--- src/rtl/qst_pkg.sv ---
// Shared types and constants for the query string tokenizer.
package qst_pkg;

  localparam logic [7:0] CH_PERCENT = 8'h25;
  localparam logic [7:0] CH_EQUALS  = 8'h3D;
  localparam logic [7:0] CH_AMP     = 8'h26;
  localparam logic [7:0] CH_ZERO    = 8'h30;
  localparam logic [7:0] CH_LOW_A   = 8'h61;
  localparam logic [7:0] CH_LOW_F   = 8'h66;
  localparam logic [7:0] CH_UP_A    = 8'h41;
  localparam logic [7:0] CH_UP_F    = 8'h46;
  localparam logic [7:0] HEX_LETTER_BASE = 8'd10;

  localparam logic [1:0] PH_IDLE  = 2'd0;
  localparam logic [1:0] PH_DIG1  = 2'd1;
  localparam logic [1:0] PH_DIG2  = 2'd2;

  localparam logic [1:0] KIND_KEY         = 2'd0;
  localparam logic [1:0] KIND_VALUE       = 2'd1;
  localparam logic [1:0] KIND_END_UNNAMED = 2'd2;
  localparam logic [1:0] KIND_END_NAMED   = 2'd3;

  typedef struct packed {
    logic [1:0] escape_phase;
    logic [7:0] escape_accum;
    logic       in_value_part;
  } state_t;

  typedef struct packed {
    logic [1:0] kind;
    logic [7:0] data;
    logic       last;
  } result_t;

  localparam state_t STATE_RESET = '{escape_phase: PH_IDLE, escape_accum: 8'd0,
                                     in_value_part: 1'b0};

endpackage

--- src/rtl/qst_step.sv ---
// Per-byte percent decoding and key/value split for one request.
module qst_step (
  input  logic [7:0]       in_byte,
  input  logic             in_last,
  input  qst_pkg::state_t  state,
  output qst_pkg::state_t  state_nxt,
  output logic [1:0]       res_cnt,
  output qst_pkg::result_t res0,
  output qst_pkg::result_t res1
);

  logic [7:0]       digit;
  logic [7:0]       acc;
  logic [7:0]       dec;
  logic             have;
  logic             have_res;
  qst_pkg::state_t  st;
  qst_pkg::result_t split_res;
  qst_pkg::result_t end_res;

  always_comb begin
    if (in_byte >= qst_pkg::CH_LOW_A && in_byte <= qst_pkg::CH_LOW_F) begin
      digit = in_byte - qst_pkg::CH_LOW_A + qst_pkg::HEX_LETTER_BASE;
    end else if (in_byte >= qst_pkg::CH_UP_A && in_byte <= qst_pkg::CH_UP_F) begin
      digit = in_byte - qst_pkg::CH_UP_A + qst_pkg::HEX_LETTER_BASE;
    end else begin
      digit = in_byte - qst_pkg::CH_ZERO;
    end
  end

  assign acc = {state.escape_accum[3:0], 4'b0000} + digit;

  always_comb begin
    st        = state;
    have      = 1'b0;
    dec       = in_byte;
    have_res  = 1'b0;
    split_res = '{kind: qst_pkg::KIND_KEY, data: 8'd0, last: 1'b0};

    if (state.escape_phase == qst_pkg::PH_IDLE) begin
      if (in_byte == qst_pkg::CH_PERCENT) begin
        st.escape_phase = qst_pkg::PH_DIG1;
        st.escape_accum = 8'd0;
      end else begin
        have = 1'b1;
      end
    end else begin
      st.escape_accum = acc;
      if (state.escape_phase == qst_pkg::PH_DIG1) begin
        st.escape_phase = qst_pkg::PH_DIG2;
      end else begin
        // Phase two, and the unreachable phase three, complete the escape.
        st.escape_phase = qst_pkg::PH_IDLE;
        dec  = acc;
        have = 1'b1;
      end
    end

    if (have) begin
      if (!state.in_value_part) begin
        if (dec == qst_pkg::CH_EQUALS) begin
          st.in_value_part = 1'b1;
        end else if (dec == qst_pkg::CH_AMP) begin
          have_res       = 1'b1;
          split_res.kind = qst_pkg::KIND_END_UNNAMED;
        end else begin
          have_res       = 1'b1;
          split_res.kind = qst_pkg::KIND_KEY;
          split_res.data = dec;
        end
      end else begin
        have_res = 1'b1;
        if (dec == qst_pkg::CH_AMP) begin
          split_res.kind   = qst_pkg::KIND_END_NAMED;
          st.in_value_part = 1'b0;
        end else begin
          split_res.kind = qst_pkg::KIND_VALUE;
          split_res.data = dec;
        end
      end
    end
  end

  always_comb begin
    end_res.kind = st.in_value_part ? qst_pkg::KIND_END_NAMED : qst_pkg::KIND_END_UNNAMED;
    end_res.data = 8'd0;
    end_res.last = 1'b1;

    res1      = end_res;
    state_nxt = st;
    if (in_last) begin
      state_nxt = qst_pkg::STATE_RESET;
      if (have_res) begin
        res0    = split_res;
        res_cnt = 2'd2;
      end else begin
        res0    = end_res;
        res_cnt = 2'd1;
      end
    end else begin
      res0      = split_res;
      res0.last = 1'b1;
      res_cnt   = have_res ? 2'd1 : 2'd0;
    end
  end

endmodule

--- src/rtl/query_string_tokenizer.sv ---
// Query string tokenizer top level: state, result buffer and handshakes.
// Results are registered: a request's first result is valid in the cycle after it is accepted.
// One byte per cycle is taken while each byte gives at most one result and the
// receiver takes each result; a byte that gives two results (a final byte that also
// decodes to a result) holds the input while the two-entry result buffer drains.
// Reset (rst_n low, synchronous) clears the escape state, the value flag and
// the result buffer.
module query_string_tokenizer (
  input  logic       clk,
  input  logic       rst_n,
  input  logic       in_valid,
  output logic       in_ready,
  input  logic [7:0] in_byte,
  input  logic       in_last,
  output logic       out_valid,
  input  logic       out_ready,
  output logic [1:0] out_kind,
  output logic [7:0] out_byte,
  output logic       out_last
);

  qst_pkg::state_t  state_r;
  qst_pkg::state_t  state_nxt;
  qst_pkg::result_t buf0_r;
  qst_pkg::result_t buf1_r;
  logic [1:0]       cnt_r;
  logic [1:0]       res_cnt;
  qst_pkg::result_t res0;
  qst_pkg::result_t res1;
  logic             in_fire;
  logic             out_fire;

  qst_step u_step (
    .in_byte   (in_byte),
    .in_last   (in_last),
    .state     (state_r),
    .state_nxt (state_nxt),
    .res_cnt   (res_cnt),
    .res0      (res0),
    .res1      (res1)
  );

  assign out_valid = (cnt_r != 2'd0);
  assign out_kind  = buf0_r.kind;
  assign out_byte  = buf0_r.data;
  assign out_last  = buf0_r.last;
  assign out_fire  = out_valid && out_ready;

  // The buffer takes a new request once it is empty after this cycle's pop.
  assign in_ready = (cnt_r == 2'd0) || ((cnt_r == 2'd1) && out_ready);
  assign in_fire  = in_valid && in_ready;

  always_ff @(posedge clk) begin
    if (!rst_n) begin
      state_r <= qst_pkg::STATE_RESET;
      cnt_r   <= 2'd0;
    end else begin
      if (in_fire) begin
        state_r <= state_nxt;
        cnt_r   <= res_cnt;
      end else if (out_fire) begin
        cnt_r   <= cnt_r - 2'd1;
      end
    end
  end

  always_ff @(posedge clk) begin
    if (in_fire) begin
      buf0_r <= res0;
      buf1_r <= res1;
    end else if (out_fire) begin
      buf0_r <= buf1_r;
    end
  end

endmodule

--- config.mk ---
export PLATFORM = sky130hd
export DESIGN_NAME = query_string_tokenizer
export DESIGN_NICKNAME = d
export VERILOG_FILES = /design/src/rtl/qst_pkg.sv /design/src/rtl/qst_step.sv /design/src/rtl/query_string_tokenizer.sv
export SDC_FILE = /design/constraint.sdc
export NUM_CORES = 1
export LEC_CHECK = 0
export BUFFER_PORTS_ARGS = -buffer_cell sky130_fd_sc_hd__buf_2
export CORE_MARGIN = 1.5
export CORE_UTILIZATION = 28
export DETAILED_ROUTE_END_ITERATION = 7
export PLACE_DENSITY_LB_ADDON = 0.08
export SLEW_MARGIN = 20
export SYNTH_ARGS = -nofsm -noshare
export SYNTH_HDL_FRONTEND = slang
export SYNTH_SLANG_ARGS = --single-unit
export TNS_END_PERCENT = 30
--- constraint.sdc ---
create_clock -name clk -period 3.8 [get_ports clk]
set_clock_uncertainty 0.2 [all_clocks]
set_input_delay 0 -clock clk [delete_from_list [all_inputs] [get_ports clk]]
set_output_delay 0 -clock clk [all_outputs]
set_load 0.01 [all_outputs]
Yosys cells after proc, flatten, opt, wreduce, memory -nomap -nowiden

Cells that the tools add are included.
Widths: inputs -> output; s select.

Input port bits: 13
Word-level logic and storage cells: 70
RAM bits: 0
Bits in latches: 0
Register bits after elaboration: 22
ROM bits: 0
Memories: 0

Add/subtract/negate cells: 7
Multipliers: 0
Bitwise logic cells: 0
Muxes and demuxes: 34
Order comparisons: 4
Shifts and indexed selects: 0
Reduce and logical (&&, ||, !) cells: 11
Eq/ne operators: 6
Div/mod/pow operators: 0

Operators with widths:

| kind                | number |
|---|---|
| $mux 11             | 5 |
| $mux 10             | 5 |
| $mux 8              | 5 |
| $eq 8x6->1 const B  | 3 |
| $add 8x4->8 const B | 2 |
| $ge 8x7->1 const B  | 2 |
| $le 8x7->1 const B  | 2 |
| $sub 8x7->8 const B | 2 |
| $mux 2              | 7 |
| $mux 1              | 12 |
| $add 8x8->8         | 1 |
| $sub 8x6->8 const B | 1 |
| $logic_and 1x1->1   | 5 |
| $eq 2x1->1 const B  | 2 |
| $logic_not 2->1     | 2 |
| $reduce_bool 2->1   | 2 |
| $ne 3x3->1 const B  | 1 |
| $reduce_and 2->1    | 1 |
| $sub 2x1->2 const B | 1 |
| $logic_or 1x1->1    | 1 |

Depth between registers and ports, before layout

Word-level depth: 15
Depth in mapped cells: 22
Depth with buffers taken out: 21

Modules after synthesis

Synthesis repeated with hierarchy kept, for this count alone.

Cells, all modules: 261
Area, all modules: 2,528.7 um^2

Modules (own cells, without submodules):

| module                 | area an instance (um^2) | seq. area each (um^2) | instances | cells each |
|---|---|---|---|---|
| query_string_tokenizer | 1,416.4                 | 920.9                 | 1         | 104 |
| qst_step               | 1,112.3                 | 0.0                   | 1         | 157 |

Worst setup path after synthesis

Ideal clock, no wire load.

Kind: input -> register
Start point: in in_byte[0]
End point: reg cnt_r[0]
Buffers on the path: 1
Slack: 0.110 ns
Arrival time: 3.370 ns
Stages on the path: 22
Path through: buf_2 > inv_1 > ha_1 > nor4b_4 > a21oi_1 > nand2_1 > o211a_1 > a21oi_1 > xor2_1 > ha_1 > a21oi_1 > nand2_1 > xnor2_1 > o21a_1 > o211a_4 > nor3_1 > nor2_1 > ha_1 > nand2_1 > nand3_1 > nand2_1 > a21oi_1

Word-level cells in the longest chain between the ends: 14
Elaborated cells between the ends (all ways): 27
Those cells by class: 6 x add/sub; 4 x order compare; 2 x eq/ne; 13 x mux; 2 x reduce/logical

RTL lines:

| what                                             | RTL line                        | source |
|---|---|---|
| start, declared                                  | query_string_tokenizer.sv:13    | `input logic [7:0] in_byte,` |
| $sub 8x7->8, or another cell as far along        | qst_step.sv:25                  | `digit = in_byte - qst_pkg::CH_UP_A + qst_pkg::HEX_LETTER_BASE;` |
| $add 8x4->8 or $logic_and 1x1->1 (tied branches) | qst_step.sv:25, qst_step.sv:24  |  |
| $mux 8                                           | qst_step.sv:24                  | `end else if (in_byte >= qst_pkg::CH_UP_A && in_byte <= qst_pkg::CH_UP_F) begin` |
| $mux 8                                           | qst_step.sv:22                  | `if (in_byte >= qst_pkg::CH_LOW_A && in_byte <= qst_pkg::CH_LOW_F) begin` |
| $add 8x8->8                                      | qst_step.sv:31                  | `assign acc = {state.escape_accum[3:0], 4'b0000} + digit;` |
| $mux 8                                           | qst_step.sv:49                  | `if (state.escape_phase == qst_pkg::PH_DIG1) begin` |
| $mux 8                                           | qst_step.sv:40                  | `if (state.escape_phase == qst_pkg::PH_IDLE) begin` |
| $eq 8x6->1                                       | qst_step.sv:61                  | `if (dec == qst_pkg::CH_EQUALS) begin` |
| $mux 1                                           | qst_step.sv:61                  |  |
| $mux 1                                           | qst_step.sv:60                  | `if (!state.in_value_part) begin` |
| $mux 1 (*)                                       | qst_step.sv:59                  | `if (have) begin` |
| $mux 1 or $mux 2 (tied branches)                 | qst_step.sv:103, qst_step.sv:93 |  |
| $mux 2 (*)                                       | qst_step.sv:91                  | `if (in_last) begin` |
| $mux 2 (*)                                       | query_string_tokenizer.sv:58    | `if (in_fire) begin` |
| end signal, assigned                             | query_string_tokenizer.sv:60    | `cnt_r <= res_cnt;` |
| end signal, assigned                             | query_string_tokenizer.sv:62    | `cnt_r <= cnt_r - 2'd1;` |
| end, declared                                    | query_string_tokenizer.sv:26    | `logic [1:0] cnt_r;` |

Mark *: on every way between the ends. The rest lies on a longest branch, timed or not.
A chain may end at the register's enable or synchronous reset.

Final worst setup path

Start point: in in_byte[4]
End point: reg cnt_r[0]

The elaborated chain is that of the path after synthesis.

==> flow_metrics.env <==
export IMPL_layout_drive_gt1_share_pct=27.3
export IMPL_design_final_nets=268
export IMPL_worstHoldStart="in_byte[6]"
export IMPL_max_slew_worst_pin_slew_ns=0.698
export IMPL_worst_hold_path_endpoint="state_r[9]"
export IMPL_synth_yosys_warnings=0
export IMPL_tritoncts="built"
export IMPL_firstDrtPassIters=4
export IMPL_synth_sequential_area_ratio_pct=29.6
export IMPL_worstHoldPathType="input port to flop"
export IMPL_vias=1561
export IMPL_final_period_utilization_pct=91.8
export IMPL_synth_ff_latch_count=21
export IMPL_io_buffers=25
export IMPL_leakagePower_nw=0.962
export IMPL_die_area_um2=7020
export IMPL_worstRegToRegCells=13
export IMPL_timing_slew_headroom_pct=52.8
export IMPL_start_kind="input port"
export IMPL_layout_min_cycle_time_ns=3.49
export IMPL_synthesis_area_per_instance_um2=9.27
export IMPL_synthesis_nets=226
export IMPL_post_cts_setup_buffer_count=0
export IMPL_report_power_total_uw=652
export IMPL_start_util_pct=28.9
export IMPL_synthCells=197
export IMPL_synthDistinctLibCells=62
export IMPL_clock_sinks=21
export IMPL_hold_depth=4
export IMPL_cts_made_buffers=3
export IMPL_path_max_fanout=7
export IMPL_power_per_cell_area_nw_per_um2=296
export IMPL_dp_hpwl_um=3630
export IMPL_drc=0
export IMPL_reg2reg_setup_slack_ns=1.10
export IMPL_worst_ep_required_time_ns=3.76
export IMPL_cts_buffer_depth=2
export IMPL_r2r_end="cnt_r[0]"
export IMPL_routedWlPerCell_um=14.7
export IMPL_drt_wl_total_um=4650
export IMPL_routabilityCongestion=0.770
export IMPL_endpoint_kind="flop"
export IMPL_rsz0062_at_grt="no"
export IMPL_cts_clk_slew_worst_paths_ns=0.08
export IMPL_yosys_top_cells_area="edfxtp_1 20%, ha_1 10%, dfxtp_1 9.9%"
export IMPL_hold_viol=0
export IMPL_crit_path_start="in_byte[4]"
export IMPL_synthArstFlopShare_pct=0
export IMPL_fraction_of_post_synthesis_cell_area_in_the_top_cell_type_by_area_pct=19.7
export IMPL_ys_flop_type="edfxtp_1"
export IMPL_insertion_delay_ns=0.26
export IMPL_number_of_levels_in_the_clock_h_tree=1
export IMPL_routed_via_density=4.96
export IMPL_cell_area_after_synthesis_um2=1830
export IMPL_clock_fmax_ghz=0.287
export IMPL_coreArea_um2=6310
export IMPL_cts_root_buffer_cell="clkbuf_8"
export IMPL_maximum_vdd_ir_drop_v=0.000133
export IMPL_grt_overflow=0
export IMPL_synth_edf_count=12
export IMPL_hold_worst_slack_ns=0.0631
export IMPL_antenna_left=0
export IMPL_crit_arrival_ns=3.45
export IMPL_number_of_antenna_violations_at_the_first_check_in_global_routing=0
export IMPL_grt_pass1_wl_um=7920
export IMPL_slew_viol_final=0
export IMPL_setup_violations_final=0
export IMPL_post_synth_top_area_cell="edfxtp_1"
export IMPL_critical_path_reg2reg_startpoint="state_r[3]"
export IMPL_n_antenna_cell=0
export IMPL_ioPinCount=26
export IMPL_detailedRoute_firstIterationViolations=87
export IMPL_worst_setup_path_type="input port to flop"
export IMPL_area_growth_syn_to_layout_pct=20.5
export IMPL_first_global_vias=1558
export IMPL_grt_util_all_layers_pct=13.8
export IMPL_max_cap_viol_count=0
export IMPL_dieWidth_um=83.8
export IMPL_pin_count_of_the_biggest_net_entering_global_routing=20
export IMPL_row_count=29
export IMPL_fp_dieH_um=83.8
export IMPL_outcome="finished, final reports clean"
## area by class of cell
cell class / count / area [um2]
fillers: 700 / 4110
multi-input cells: 154 / 1180
flip-flops and latches: 21 / 541
repair buffers: 45 / 280
well taps: 77 / 96.3
inverters: 14 / 52.6
clock buffers: 3 / 41.3
clock inverters: 1 / 5.00
## sequential cells by signal (all words and copies together) (netlist names)
signal    cells
out_kind      2
out_last      1
state_r       7
cnt_r         2
out_byte      8
buf1_r        1
## placed cells by master, fill, tap and decap left out, types with 3 or more instances in the layout
master	Yosys	layout
nor2b_1	3	3
nand3_1	6	6
buf_4	1	18
xnor2_1	7	7
clkbuf_8	0	3
nand4b_1	3	3
edfxtp_1	12	12
dfxtp_1	9	9
o21ai_0	6	6
ha_1	15	15
nand2_1	17	17
a21oi_1	10	9
nand3b_1	3	3
and2_1	5	5
mux2i_1	4	4
nor2_1	18	18
inv_1	13	13
buf_2	3	25
## logic make-up after synthesis
| logic type | after synthesis | share of synthesized area [%] |
|---|---|---|
| and+or+nand+nor | 70 | 21.4 |
| AOI/OAI and AO/OA | 54 | 24.7 |
| buffers and inverters | 22 | 5.75 |
| DFF | 21 | 29.6 |
| adders and majority gates | 16 | 11.4 |
| xor gates and xnor gates | 8 | 3.84 |
| muxes | 6 | 3.42 |
## worst max-delay path by stage
stage                           to  slack, ns  depth (start not counted)
final                     cnt_r[0]       0.31                         21
after floorplan           cnt_r[0]       0.11                         22
after global placement    cnt_r[0]      -0.02                         22
after global routing      cnt_r[0]       0.01                         22
after CTS                 cnt_r[0]       0.30                         22
after detailed placement  cnt_r[0]       0.02                         22
## power breakdown
group / total [mW] / internal [mW] / switching (mW)
combinational: 0.220 / 0.0932 / 0.127
sequential: 0.283 / 0.276 / 0.00730
clock: 0.149 / 0.0730 / 0.0757
## metal layers
| metal | global-route usage (%) | routed length [um] |
|---|---|---|
| met5 | 0 | 0 |
| met4 | 2.24 | 14 |
| met3 | 1.58 | 147 |
| met2 | 22.7 | 2210 |
| met1 | 19.9 | 2270 |
## through the flow
stage               worst slack, ns  TNS, ns  cell area, um2  cells  utilization [%]
floorplan                     0.110        0            1830    197                -
global placement            -0.0194  -0.0194            2130    309             33.7
detailed placement           0.0151        0            2130    309             33.7
CTS                           0.298        0            2200    315             34.8
global route                 0.0114        0            2200    315             34.9
finish                        0.313        0            2200    315             34.9
## cells in the mapped netlist (all sizes together), types with 3 or more instances
cell / instances
ha: 15
a22oi: 3
buf: 6
nor3: 3
nand4b: 3
o21a: 3
a21oi: 10
edfxtp: 12
dfxtp: 9
o31ai: 4
xnor2: 7
nand2: 17
nand3: 6
o211a: 3
nor2: 18
o21ai: 10
nand3b: 3
and2: 5
nor2b: 3
inv: 14
mux2i: 4
## what timing repair did
action | 4_1_cts | 5_1_grt
hold buffers | 2 | 0
endpoints found under the setup margin | 0 | 2
endpoints found under the hold margin | 10 | 0
gates resized for setup | 0 | 1
## worst max-delay path, stage by stage
cell	delay, ns
buf_2	0.16
inv_1	0.12
ha_1	0.24
a32o_2	0.30
nand2_1	0.13
mux2_2	0.34
nand2_1	0.06
o21ai_0	0.11
ha_1	0.30
nand3_1	0.11
a21boi_0	0.25
a211oi_1	0.08
nand4b_1	0.20
o211a_4	0.17
nor3_1	0.25
nor2_1	0.07
ha_1	0.29
nand2_1	0.06
nand3_1	0.07
nand2_1	0.08
a21oi_1	0.04
Power figures use the tool's default switching activity.
